==> src/rtl/quicksort_lomuto_engine_assert.svh <==
`ifndef QUICKSORT_LOMUTO_ENGINE_ASSERT_SVH
`define QUICKSORT_LOMUTO_ENGINE_ASSERT_SVH
// Assertion helpers shared by the engine.
`define QLE_ASSERT_IMPL(lbl, ante, cons, msg) \
    lbl: assert property (@(posedge clk) disable iff (!rst_n) (ante) |-> (cons)) \
        else $error(msg);
`define QLE_ASSERT_NEXT(lbl, ante, cons, msg) \
    lbl: assert property (@(posedge clk) disable iff (!rst_n) (ante) |=> (cons)) \
        else $error(msg);
`endif

==> src/rtl/qsle_pkg.sv <==
package qsle_pkg;
    localparam int KEY_W = 64;

    function automatic logic key_less(input logic [KEY_W-1:0] a, input logic [KEY_W-1:0] b);
        logic a_nan;
        logic b_nan;
        logic a_zero;
        logic b_zero;
        logic res;
        a_nan = (a[62:52] == 11'h7ff) && (a[51:0] != 52'd0);
        b_nan = (b[62:52] == 11'h7ff) && (b[51:0] != 52'd0);
        a_zero = (a[62:0] == 63'd0);
        b_zero = (b[62:0] == 63'd0);
        if (a_nan || b_nan || (a_zero && b_zero))
            res = 1'b0;
        else if (a[63] != b[63])
            res = a[63];
        else if (a[63])
            res = (a[62:0] > b[62:0]);
        else
            res = (a[62:0] < b[62:0]);
        return res;
    endfunction
endpackage

==> src/rtl/qsle_cmp.sv <==
module qsle_cmp (
    input  logic                      clk,
    input  logic [qsle_pkg::KEY_W-1:0] a,
    input  logic [qsle_pkg::KEY_W-1:0] b,
    output logic                      less
);
    import qsle_pkg::*;

    logic less_reg;

    always_ff @(posedge clk)
    begin
        less_reg <= key_less(a, b);
    end

    assign less = less_reg;
endmodule

==> config.mk <==
export PLATFORM = sky130hd
export DESIGN_NAME = qsle_cmp
export DESIGN_NICKNAME = d
export VERILOG_FILES = /design/src/rtl/quicksort_lomuto_engine_assert.svh /design/src/rtl/qsle_pkg.sv /design/src/rtl/qsle_cmp.sv
export SDC_FILE = /design/constraint.sdc
export NUM_CORES = 1
export LEC_CHECK = 0
export ABC_AREA = 0
export CORE_MARGIN = 2
export CORE_UTILIZATION = 45
export CTS_CLUSTER_DIAMETER = 120
export DETAILED_ROUTE_END_ITERATION = 16
export DONT_BUFFER_PORTS = 1
export SETUP_SLACK_MARGIN = 0.4
export SYNTH_ARGS = -nofsm -noshare
export SYNTH_HDL_FRONTEND = slang
export SYNTH_SLANG_ARGS = --single-unit
==> constraint.sdc <==
create_clock -name clk -period 2.1 [get_ports clk]
set_clock_uncertainty 0.2 [all_clocks]
set_input_delay 0.21 -clock clk [delete_from_list [all_inputs] [get_ports clk]]
set_output_delay 0.21 -clock clk [all_outputs]
set_load 0.02 [all_outputs]
### Word-level counts from Yosys, hierarchy flattened

Cells that the tools add are included.

| cells by class | value |
|---|---|
| $lt $le $gt $ge | 2 |
| equality and inequality tests | 3 |
| multiplexer cells | 2 |
| reductions and logical operators | 9 |

Operators by type and width:

| operator | count |
|---|---|
| 63-bit logical NOT | 2 |
| 52-bit nonzero test | 2 |
| 63-bit > comparator | 1 |
| 63-bit less-than comparator | 1 |
| 11-bit equality test (second input constant) | 2 |
| 1-bit logical AND | 3 |
| 1-bit logical OR | 2 |
| 1-bit 2-to-1 mux | 2 |
| 1-bit inequality test | 1 |

| word-level totals | value |
|---|---|
| register bits after elaboration | 1 |
| input bits | 129 |
| output and inout bits | 1 |
| word-level logic and storage cells | 17 |

### Logic depth before layout (Yosys ltp)

Gate-level depths: netlist of run 1.

| logic depth | value |
|---|---|
| depth in word-level cells | 4 |
| depth in mapped cells | 9 |
| gate-level depth less buffers | 9 |

### Worst setup path before layout of run 1

Ideal clock, no wire load.

| timing path | value |
|---|---|
| kind | input to register |
| from | input b[29] in the netlist's numbering |
| to | register less_reg (netlist: less) |
| library setup time | 0.121 ns |
| data arrival time | 1.846 ns |
| data required time | 1.779 ns |
| setup slack | -0.067 ns |
| stages on the path | 9 |
| buffers on the path | 0 |
| cells stage by stage | inv_1 > ha_1 > a21oi_1 > nand2_1 > a221o_1 > a211o_1 > a211oi_2 > o21ai_1 > mux2_4 |

| on the way | value |
|---|---|
| longest elaborated chain between the ends | 4 |
| elaborated cells on any way between the ends | 10 |
| those cells by class | 2 x order compare; 2 x mux; 6 x reduce/logical |

Ends and longest elaborated chain:

| element | RTL line | text |
|---|---|---|
| from (decl) | qsle_cmp.sv:4 | `input logic [qsle_pkg::KEY_W-1:0] b,` |
| parallel branches: the longest is 4 deep, another holds 63-bit less-than comparator | n/a |  |
| to (signal assigned) | qsle_cmp.sv:13 | `less_reg <= key_less(a, b);` |
| to (decl) | qsle_cmp.sv:9 | `logic less_reg;` |

Several ways; the timed one is not identified.
A chain may end at the register's enable or synchronous reset.

### Final worst setup path of run 1

| timing path | value |
|---|---|
| from | input b[51] in the netlist's numbering |
| to | register less_reg (netlist: less) |

Same word-level chain as after synthesis.

==> impl_metrics.csv, run 1 <==
group,metric,value,unit
run_status,status,"finished with violations",
run_status,failed_checks,"negative setup slack",
cells_and_area,largest_register_ffs,1,
synth,synth_edf_count,0,
grt,grt_pass1_vias,2313,
cells_and_area,diodes,0,
hold_path,hold_depth,2,
worst_setup_path,cp-end-kind,"flip-flop",
placement,dp_hpwl,5.72,mm
cells_and_area,fin_nets,498,
synth,synth_top_area_cell,"ha_1",
placement,gp_congestion,0.873,
detailed_routing,dr_total_vias,2162,
sta,fmax,441,MHz
synth,netlist_instances,283,
floorplan,die-area,4960,µm²
synth,synthAdderAreaFrac,0.397,
synth,ys_dominant_reg_cell,"dfxtp_1",
synth,yosys_warnings,0,
floorplan,rows,24,
floorplan,die_x,70.4,µm
worst_setup_path,path_max_fanout,2,
worst_setup_path,cpMaxStageDelayCell,"o32ai_2",
sta,finalMaxSlewViolations,0,
synth,synth_cell_type_count,33,
worst_setup_path,arrival,1.95,ns
synth,avgSynthCellArea,7.01,µm²
grt,overflow,0,
placement,io_buffers,0,
cells_and_area,fillers,414,
synth,ys_top_cells_by_count,"ha_1 (63), inv_1 (63), nor4_1 (35)",
cells_and_area,fin_cells,356,
detailed_routing,drc,0,
sta,slew_headroom,0.621,
pwr,ir_drop,0.0000963,V
clocking,clkTransAtPathRegs,0,ns
synth,syn_nets,475,
synth,seq_area_frac_synth,0.0101,
detailed_routing,wirelength,6.13,mm
synth,ys_top_cells_by_area,"ha_1 (40%), inv_1 (12%), nor4_1 (11%)",
cells_and_area,final-seq-area,20.0,µm²
synth,synth_compound_area_frac,0.155,
synth,ys_async_sr_fraction,0,
synth,synth_simple_gate_area_frac,0.311,
synth,synthMuxAreaShare,0.00757,
pwr,p_total,396,µW
floorplan,core,4290,µm²
worst_setup_path,critPathTopFamily,"simple AND/OR/NAND/NOR gates",
worst_setup_path,worst_setup_path_start_kind,"input pin",
sta,final_hold_viol_count,0,
floorplan,boundaryPins,130,
sta,finalSetupViolCount,1,
synth,synth_top_area_frac,0.397,
floorplan,die_h,70.4,µm
hold_path,min_path_type,"in -> reg",
pwr,p_per_area,154,nW/µm²
sta,setup_slack,-0.167,ns
detailed_routing,drt_iter0_markers,83,
hold_path,min_to,"less$_SDFF_PP0_",
sta,rsz0062_at_grt,"yes",
worst_setup_path,critPathMaxStageDelay,0.34,ns
grt,antenna_found_initial,0,
cells_and_area,area.growth.synth_to_final,29.2,%
floorplan,start_util,0.462,
synth,synth_seq_cells,1,
worst_setup_path,cp_num_buf_inv,1,
synth,synth_top_family_by_area,"adder cells",
sta,tightest_slew,0.563,ns
pwr,p_leak,1.17,nW
hold_path,hp-start,"b[63]",
detailed_routing,drtAntennaViolNets,0,
run,max_cap_violations,0,
grt,grt_pass1_wl,9.84,mm
placement,dpl.cell_count,354,
sta,fin_crit_sh,1.08,
detailed_routing,firstDrtPassIters,4,
grt,track_usage,0.240,
detailed_routing,wl_per_cell,17.2,µm
synth,syn-cell-area,1980,µm²
synth,yosys.area_share.xor_xnor,0,
worst_setup_path,worstPathRequired,1.78,ns
worst_setup_path,criticalPathCategory,"in -> reg",
grt,grt_max_degree,4,
sta,min_period,2.27,ns
detailed_routing,via_per_inst,6.07,
cells_and_area,multi_input_area,2040,µm²
cells_and_area,drive_gt1_frac,0.250,
worst_setup_path,worstPathCellList,"inv_1, ha_1, and4_1, and4bb_1, nand2_2, nand4b_1, o32ai_2, nor4b_2, mux2_4",
[metal layers]
layer  share of wire  track usage  wire length [µm]  vias up
met2            0.51        0.462              3140       89
met4          0.0034       0.0107                21        0
met5               0            0                 0        -
li1                -            -                 -     1103
met1            0.38        0.280              2340      968
met3            0.10       0.0519               629        2
[through the flow]
stage               setup slack [ns]  hold WS (ns)  area (µm²)   util  setup TNS [ns]
floorplan                    0.00519         0.348        2210      -               0
global route                  -0.273         0.361        2560  0.597          -0.273
global placement              -0.146         0.356        2410  0.562          -0.146
CTS                           -0.136         0.359        2470  0.576          -0.136
finish                        -0.167         0.347        2560  0.597          -0.167
detailed placement            -0.175         0.358        2410  0.562          -0.175
[what timing repair did]
item,4_1_cts,5_1_grt
hold buffers,0,0
pin swaps,9,9
hold endpoints to repair,0,0
setup buffers,1,1
resized for setup,11,16
setup endpoints to repair,1,1
[placed cells by master (no fill, tap or decap), drive strengths merged, types with 2 or more instances in the layout]
cell type	Yosys	layout
and4	2	2
nand3	7	7
buf	0	21
o21ai	10	10
o21a	2	2
ha	63	63
nor2b	2	2
nor3	4	4
nor2	6	6
nand4	21	21
inv	63	63
a21o	3	3
nor4	35	35
o211ai	2	2
a211oi	3	3
a21oi	26	26
nand2	20	20
a211o	2	2
[power breakdown]
group          switching (mW)  internal (mW)  leakage [nW]  total [mW]
clock network               0              0             0           0
registers             0.00450         0.0218       0.00844      0.0263
logic                   0.171          0.199          1.17       0.370
total                   0.175          0.220          1.17       0.396
[cells by family after synthesis]
| group | count (synthesis) |
|---|---|
| mux | 1 |
| fa+ha+maj | 63 |
| flops | 1 |
| compound gates | 51 |
| buf+inv | 63 |
| simple gates | 104 |
[how the worst max path moves through the flow]
| stage | startpoint | to | depth (start not counted) |
|---|---|---|---|
| 3_5_place_dp | b[57] | less$_SDFF_PP0_ | 9 |
| 3_3_place_gp | b[57] | less$_SDFF_PP0_ | 9 |
| 6_report | b[51] | less$_SDFF_PP0_ | 9 |
| 5_1_grt | b[62] | less$_SDFF_PP0_ | 9 |
| 4_1_cts | b[58] | less$_SDFF_PP0_ | 9 |
| 2_1_floorplan | b[20] | less$_SDFF_PP0_ | 9 |
[cell type report]
cell class | instances | area share
multi-input cells | 219 | 0.795
repair buffers | 21 | 0.0615
well taps | 52 | 0.0254
flip-flops and latches | 1 | 0.00781
inverters | 63 | 0.111
Power figures use the tool's default switching activity.
==> run 2, diff against run 1 <==
--- a/config.mk
+++ b/config.mk
@@ -6,6 +6,7 @@
 export NUM_CORES = 1
 export LEC_CHECK = 0
 export ABC_AREA = 0
+export CAP_MARGIN = 20
 export CORE_MARGIN = 2
 export CORE_UTILIZATION = 45
 export CTS_CLUSTER_DIAMETER = 120
==> constraint.sdc (replaced) <==
create_clock -name clk -period 2.8 [get_ports clk]
set_clock_uncertainty 0.2 [all_clocks]
set_input_delay 0.28 -clock clk [delete_from_list [all_inputs] [get_ports clk]]
set_output_delay 0.28 -clock clk [all_outputs]
set_load 0.02 [all_outputs]
==> run 2 against run 1 <==
The flow now finishes without violations. Setup slack gained 0.59 ns. Final cell count shrank 5.3%. Die area is the same. Flip-flop and latch count is the same. Routed wire length shrank 5.2%. First-iteration DRC count shrank 57%. Highest routed layer is now met3. Sequential power shrank 25%. Critical path type unchanged. Core utilization shrank 10 points. Critical path depth is the same. Largest cell class unchanged. Via count shrank 6.2%. Worst hold slack gained 0.088 ns.
==> impl_metrics.csv, run 2 (synthesis gave the netlist of run 1 again) <==
group,metric,value,unit
detailed_routing,wl_per_cell,17.2,µm
worst_setup_path,criticalPathCategory,"in -> reg",
placement,dpl.cell_count,335,
detailed_routing,dr_total_vias,2027,
placement,dp_hpwl,5.50,mm
detailed_routing,via_per_inst,6.01,
pwr,p_int,127,µW
floorplan,boundaryPins,130,
pwr,p_leak,1.09,nW
sta,timing.hold.ws,0.435,ns
cells_and_area,fin_nets,479,
grt,grt_pass1_vias,2158,
pwr,switching_share,0.488,
cells_and_area,drive_gt1_frac,0.0526,
sta,slew_headroom,0.722,
clocking,clkTransAtPathRegs,0,ns
placement,io_buffers,0,
placement,gp_congestion,0.870,
run_status,status,"complete, no violations",
pwr,p_per_area,117,nW/µm²
sta,final_hold_viol_count,0,
placement,placed_area,2050,µm²
cells_and_area,diodes,0,
sta,finalMaxSlewViolations,0,
pwr,clockPowerShare,0,
detailed_routing,drc,0,
floorplan,die_x,70.4,µm
cells_and_area,largest_register_ffs,1,
cells_and_area,final_common_cell,"inv_1",
worst_setup_path,cp-end-kind,"flip-flop",
placement,place_worst_setup_slack,0.359,ns
cells_and_area,utilization,0.494,
hold_path,min_path_type,"in -> reg",
worst_setup_path,worstPathRequired,2.48,ns
detailed_routing,firstDrtPassIters,4,
sta,rsz0062_at_grt,"yes",
sta,fin_tns_setup,0,ns
detailed_routing,wirelength,5.81,mm
sta,fmax,421,MHz
sta,fin_crit_sh,0.848,
worst_setup_path,path_max_fanout,3,
pwr,pwr-share-seq,0.079,
cells_and_area,stdcell_area,2120,µm²
pwr,power_switching,121,µW
grt,overflow,0,
grt,grt_pass1_wl,9.41,mm
floorplan,core,4290,µm²
grt,grt_max_degree,4,
sta,setup_slack,0.425,ns
pwr,p_total,248,µW
cells_and_area,area.growth.synth_to_final,7.00,%
floorplan,rows,24,
detailed_routing,drt_iter0_markers,36,
clocking,hold_buffers,0,
detailed_routing,drtAntennaViolNets,0,
sta,tightest_slew,0.413,ns
sta,finalSetupViolCount,0,
cells_and_area,layout_common_cells,"inv_1 (63), ha_1 (60), nor4_1 (34)",
run,max_cap_violations,0,
grt,track_usage,0.229,
floorplan,die_h,70.4,µm
grt,antenna_found_initial,0,
floorplan,start_util,0.462,
worst_setup_path,arrival,2.05,ns
worst_setup_path,worst_setup_path_start_kind,"input pin",
sta,min_period,2.38,ns
floorplan,die-area,4960,µm²
pwr,ir_drop,0.0000446,V
pwr,pwr-share-comb,0.921,
cells_and_area,fin_cells,337,
==> run 2: area by class of cell <==
cell class                      instances  area, µm²
Multi-Input combinational cell        219       1790
Timing Repair Buffer                    2       15.0
Tap cell                               52       65.1
Inverter                               63        236
Sequential cell                         1       20.0
Fill cell                             466       2170
==> run 2: worst paths after layout <==
path               from               to  slack [ns]  cells after the start
setup / recovery  b[58]  less$_SDFF_PP0_        0.42                      9
hold / removal    b[63]  less$_SDFF_PP0_        0.44                      2
==> run 2: repair_timing <==
item / 4_1_cts / 5_1_grt
pin swaps: 4 / 5
gates cloned: 0 / 0
endpoints found under the setup margin: 1 / 1
gates resized for setup: 4 / 4
buffers inserted: 0 / 2
==> run 2: layer usage <==
layer / GRT usage / vias to the layer above / part of all wire
li1: - / 1058 / -
met1: 0.293 / 906 / 0.43
met2: 0.427 / 63 / 0.50
met3: 0.0303 / 0 / 0.066
met4: 0.00855 / 0 / 0
met5: 0 / - / 0
==> run 2: critical path, stage by stage <==
cell      delay (ns)
inv_1           0.06
ha_4            0.28
nand4_1         0.11
and4bb_1        0.34
nand2_1         0.09
nand4b_1        0.24
o211a_2         0.30
o21ai_2         0.06
mux2_4          0.30
==> run 2: power by group through the flow <==
stage	Sequential [mW]	Clock, mW	Combinational, mW
after floorplan	0.0189	0	0.177
after global placement	0.0198	0	0.215
after detailed placement	0.0199	0	0.219
after CTS	0.0199	0	0.225
after global routing	0.0197	0	0.274
final	0.0196	0	0.228
==> run 3, diff against run 2 <==
==> constraint.sdc (replaced) <==
create_clock -name clk -period 2.3 [get_ports clk]
set_clock_uncertainty 0.2 [all_clocks]
set_input_delay 0.23 -clock clk [delete_from_list [all_inputs] [get_ports clk]]
set_output_delay 0.23 -clock clk [all_outputs]
set_load 0.02 [all_outputs]
==> run 3 against run 2 <==
Combinational power grew 36%. Power is 35% higher. Global-route usage up 1.2 points. Die area unchanged. Design area rose by 11%. Core utilization is 5.4 points higher. First-iteration DRC count increased by 42%. Critical path depth did not move. Sequential share of layout area decreased by 0.092 points. Critical path type unchanged. Largest cell class unchanged. Largest power group unchanged. Highest routed layer is now met4.
==> impl_metrics.csv, run 3 (synthesis gave the netlist of run 1 again) <==
group,metric,value,unit
detailed_routing,drc,0,
sta,fin_crit_sh,0.989,
cells_and_area,final-seq-area,20.0,µm²
worst_setup_path,path_max_fanout,3,
grt,grt_pass1_wl,9.82,mm
worst_setup_path,critPathTopFamily,"simple AND/OR/NAND/NOR gates",
floorplan,die_x,70.4,µm
placement,dp_hpwl,5.74,mm
hold_path,min_to,"less$_SDFF_PP0_",
pwr,p_total,334,µW
grt,grt_max_degree,4,
sta,tightest_slew,0.460,ns
worst_setup_path,cpMaxStageDelayCell,"and4bb_1",
worst_setup_path,arrival,1.95,ns
grt,grt_pass1_vias,2249,
floorplan,boundaryPins,130,
worst_setup_path,cp-end-kind,"flip-flop",
floorplan,rows,24,
worst_setup_path,worst_setup_path_start_kind,"input pin",
detailed_routing,drtAntennaViolNets,0,
grt,overflow,0,
run_status,status,"complete, no violations",
cells_and_area,drive_gt1_frac,0.174,
floorplan,start_util,0.462,
floorplan,die_h,70.4,µm
cells_and_area,fin_nets,481,
detailed_routing,drt_iter0_markers,51,
sta,fmax,439,MHz
grt,antenna_found_initial,0,
sta,finalSetupViolCount,0,
worst_setup_path,worstPathRequired,1.98,ns
sta,min_period,2.28,ns
sta,slew_headroom,0.690,
pwr,ir_drop,0.0000612,V
cells_and_area,largest_register_ffs,1,
cells_and_area,utilization,0.548,
placement,gp_congestion,0.904,
grt,track_usage,0.241,
pwr,p_per_area,142,nW/µm²
sta,timing.hold.ws,0.381,ns
worst_setup_path,worstPathCellList,"inv_4, ha_4, nand4_1, and4bb_1, nand2_1, nand4b_1, o211a_2, o21ai_2, mux2_4",
cells_and_area,fillers,465,
detailed_routing,firstDrtPassIters,4,
detailed_routing,wl_per_cell,17.7,µm
worst_setup_path,cp_num_buf_inv,1,
worst_setup_path,criticalPathCategory,"in -> reg",
cells_and_area,diodes,0,
floorplan,die-area,4960,µm²
floorplan,core,4290,µm²
cells_and_area,layout_common_cells,"inv_1 (45), ha_1 (45), nor4_1 (35)",
sta,rsz0062_at_grt,"yes",
detailed_routing,dr_total_vias,2080,
cells_and_area,fin_cells,339,
detailed_routing,wirelength,5.99,mm
hold_path,hp-start,"b[63]",
run,max_cap_violations,0,
clocking,clkTransAtPathRegs,0,ns
detailed_routing,via_per_inst,6.14,
worst_setup_path,critPathMaxStageDelay,0.34,ns
placement,dpl.cell_count,337,
sta,finalMaxSlewViolations,0,
pwr,p_leak,1.08,nW
hold_path,hold_depth,2,
cells_and_area,multi_input_area,1970,µm²
sta,final_hold_viol_count,0,
placement,io_buffers,0,
cells_and_area,area.growth.synth_to_final,18.6,%
hold_path,min_path_type,"in -> reg",
==> run 3: changes by cell type in the layout (fill, tap and decap cells not counted), sizes merged <==
cell | previous run | this run
buf | 2 | 4
==> run 3: repair_timing <==
action	in CTS	in global routing
setup endpoints to repair	1	1
resized for setup	11	0
cloned	0	0
buffers inserted	2	0
hold buffers	0	0
pin swaps	7	0
endpoints found under the hold margin	0	0
==> run 3: worst max-delay path by stage <==
stage	slack [ns]	start	cells after the start	endpoint
2_1_floorplan	0.19	b[20]	9	less$_SDFF_PP0_
3_3_place_gp	-0.001	b[57]	9	less$_SDFF_PP0_
3_5_place_dp	-0.01	b[57]	9	less$_SDFF_PP0_
4_1_cts	0.04	b[58]	9	less$_SDFF_PP0_
5_1_grt	-0.07	b[58]	9	less$_SDFF_PP0_
6_report	0.02	b[57]	9	less$_SDFF_PP0_
==> run 3: power breakdown <==
group | total [mW] | switching [mW] | internal [mW]
Sequential | 0.0237 | 0.00384 | 0.0199
Combinational | 0.310 | 0.151 | 0.159
Clock | 0 | 0 | 0
==> run 3: final cells by class <==
type,instances,share of cell area
multi-input cells,219,0.838
inverters,63,0.113
well taps,52,0.0276
repair buffers,4,0.0128
flip-flops and latches,1,0.00851
==> run 3: layer usage <==
metal	up-vias	track usage	wire length, µm
met5	-	0	0
met4	0	0.0321	73
met3	7	0.0505	524
met2	77	0.441	2970
met1	933	0.293	2420
li1	1063	-	-
==> run 3: metrics by stage <==
| stage | setup TNS [ns] | cell area, µm² | setup WS, ns |
|---|---|---|---|
| 5_1_grt | -0.0683 | 2350 | -0.0683 |
| 6_report | 0 | 2350 | 0.0243 |
| 2_1_floorplan | 0 | 2210 | 0.185 |
| 3_5_place_dp | -0.0125 | 2290 | -0.0125 |
| 3_3_place_gp | -0.00113 | 2290 | -0.00113 |
| 4_1_cts | 0 | 2350 | 0.0393 |
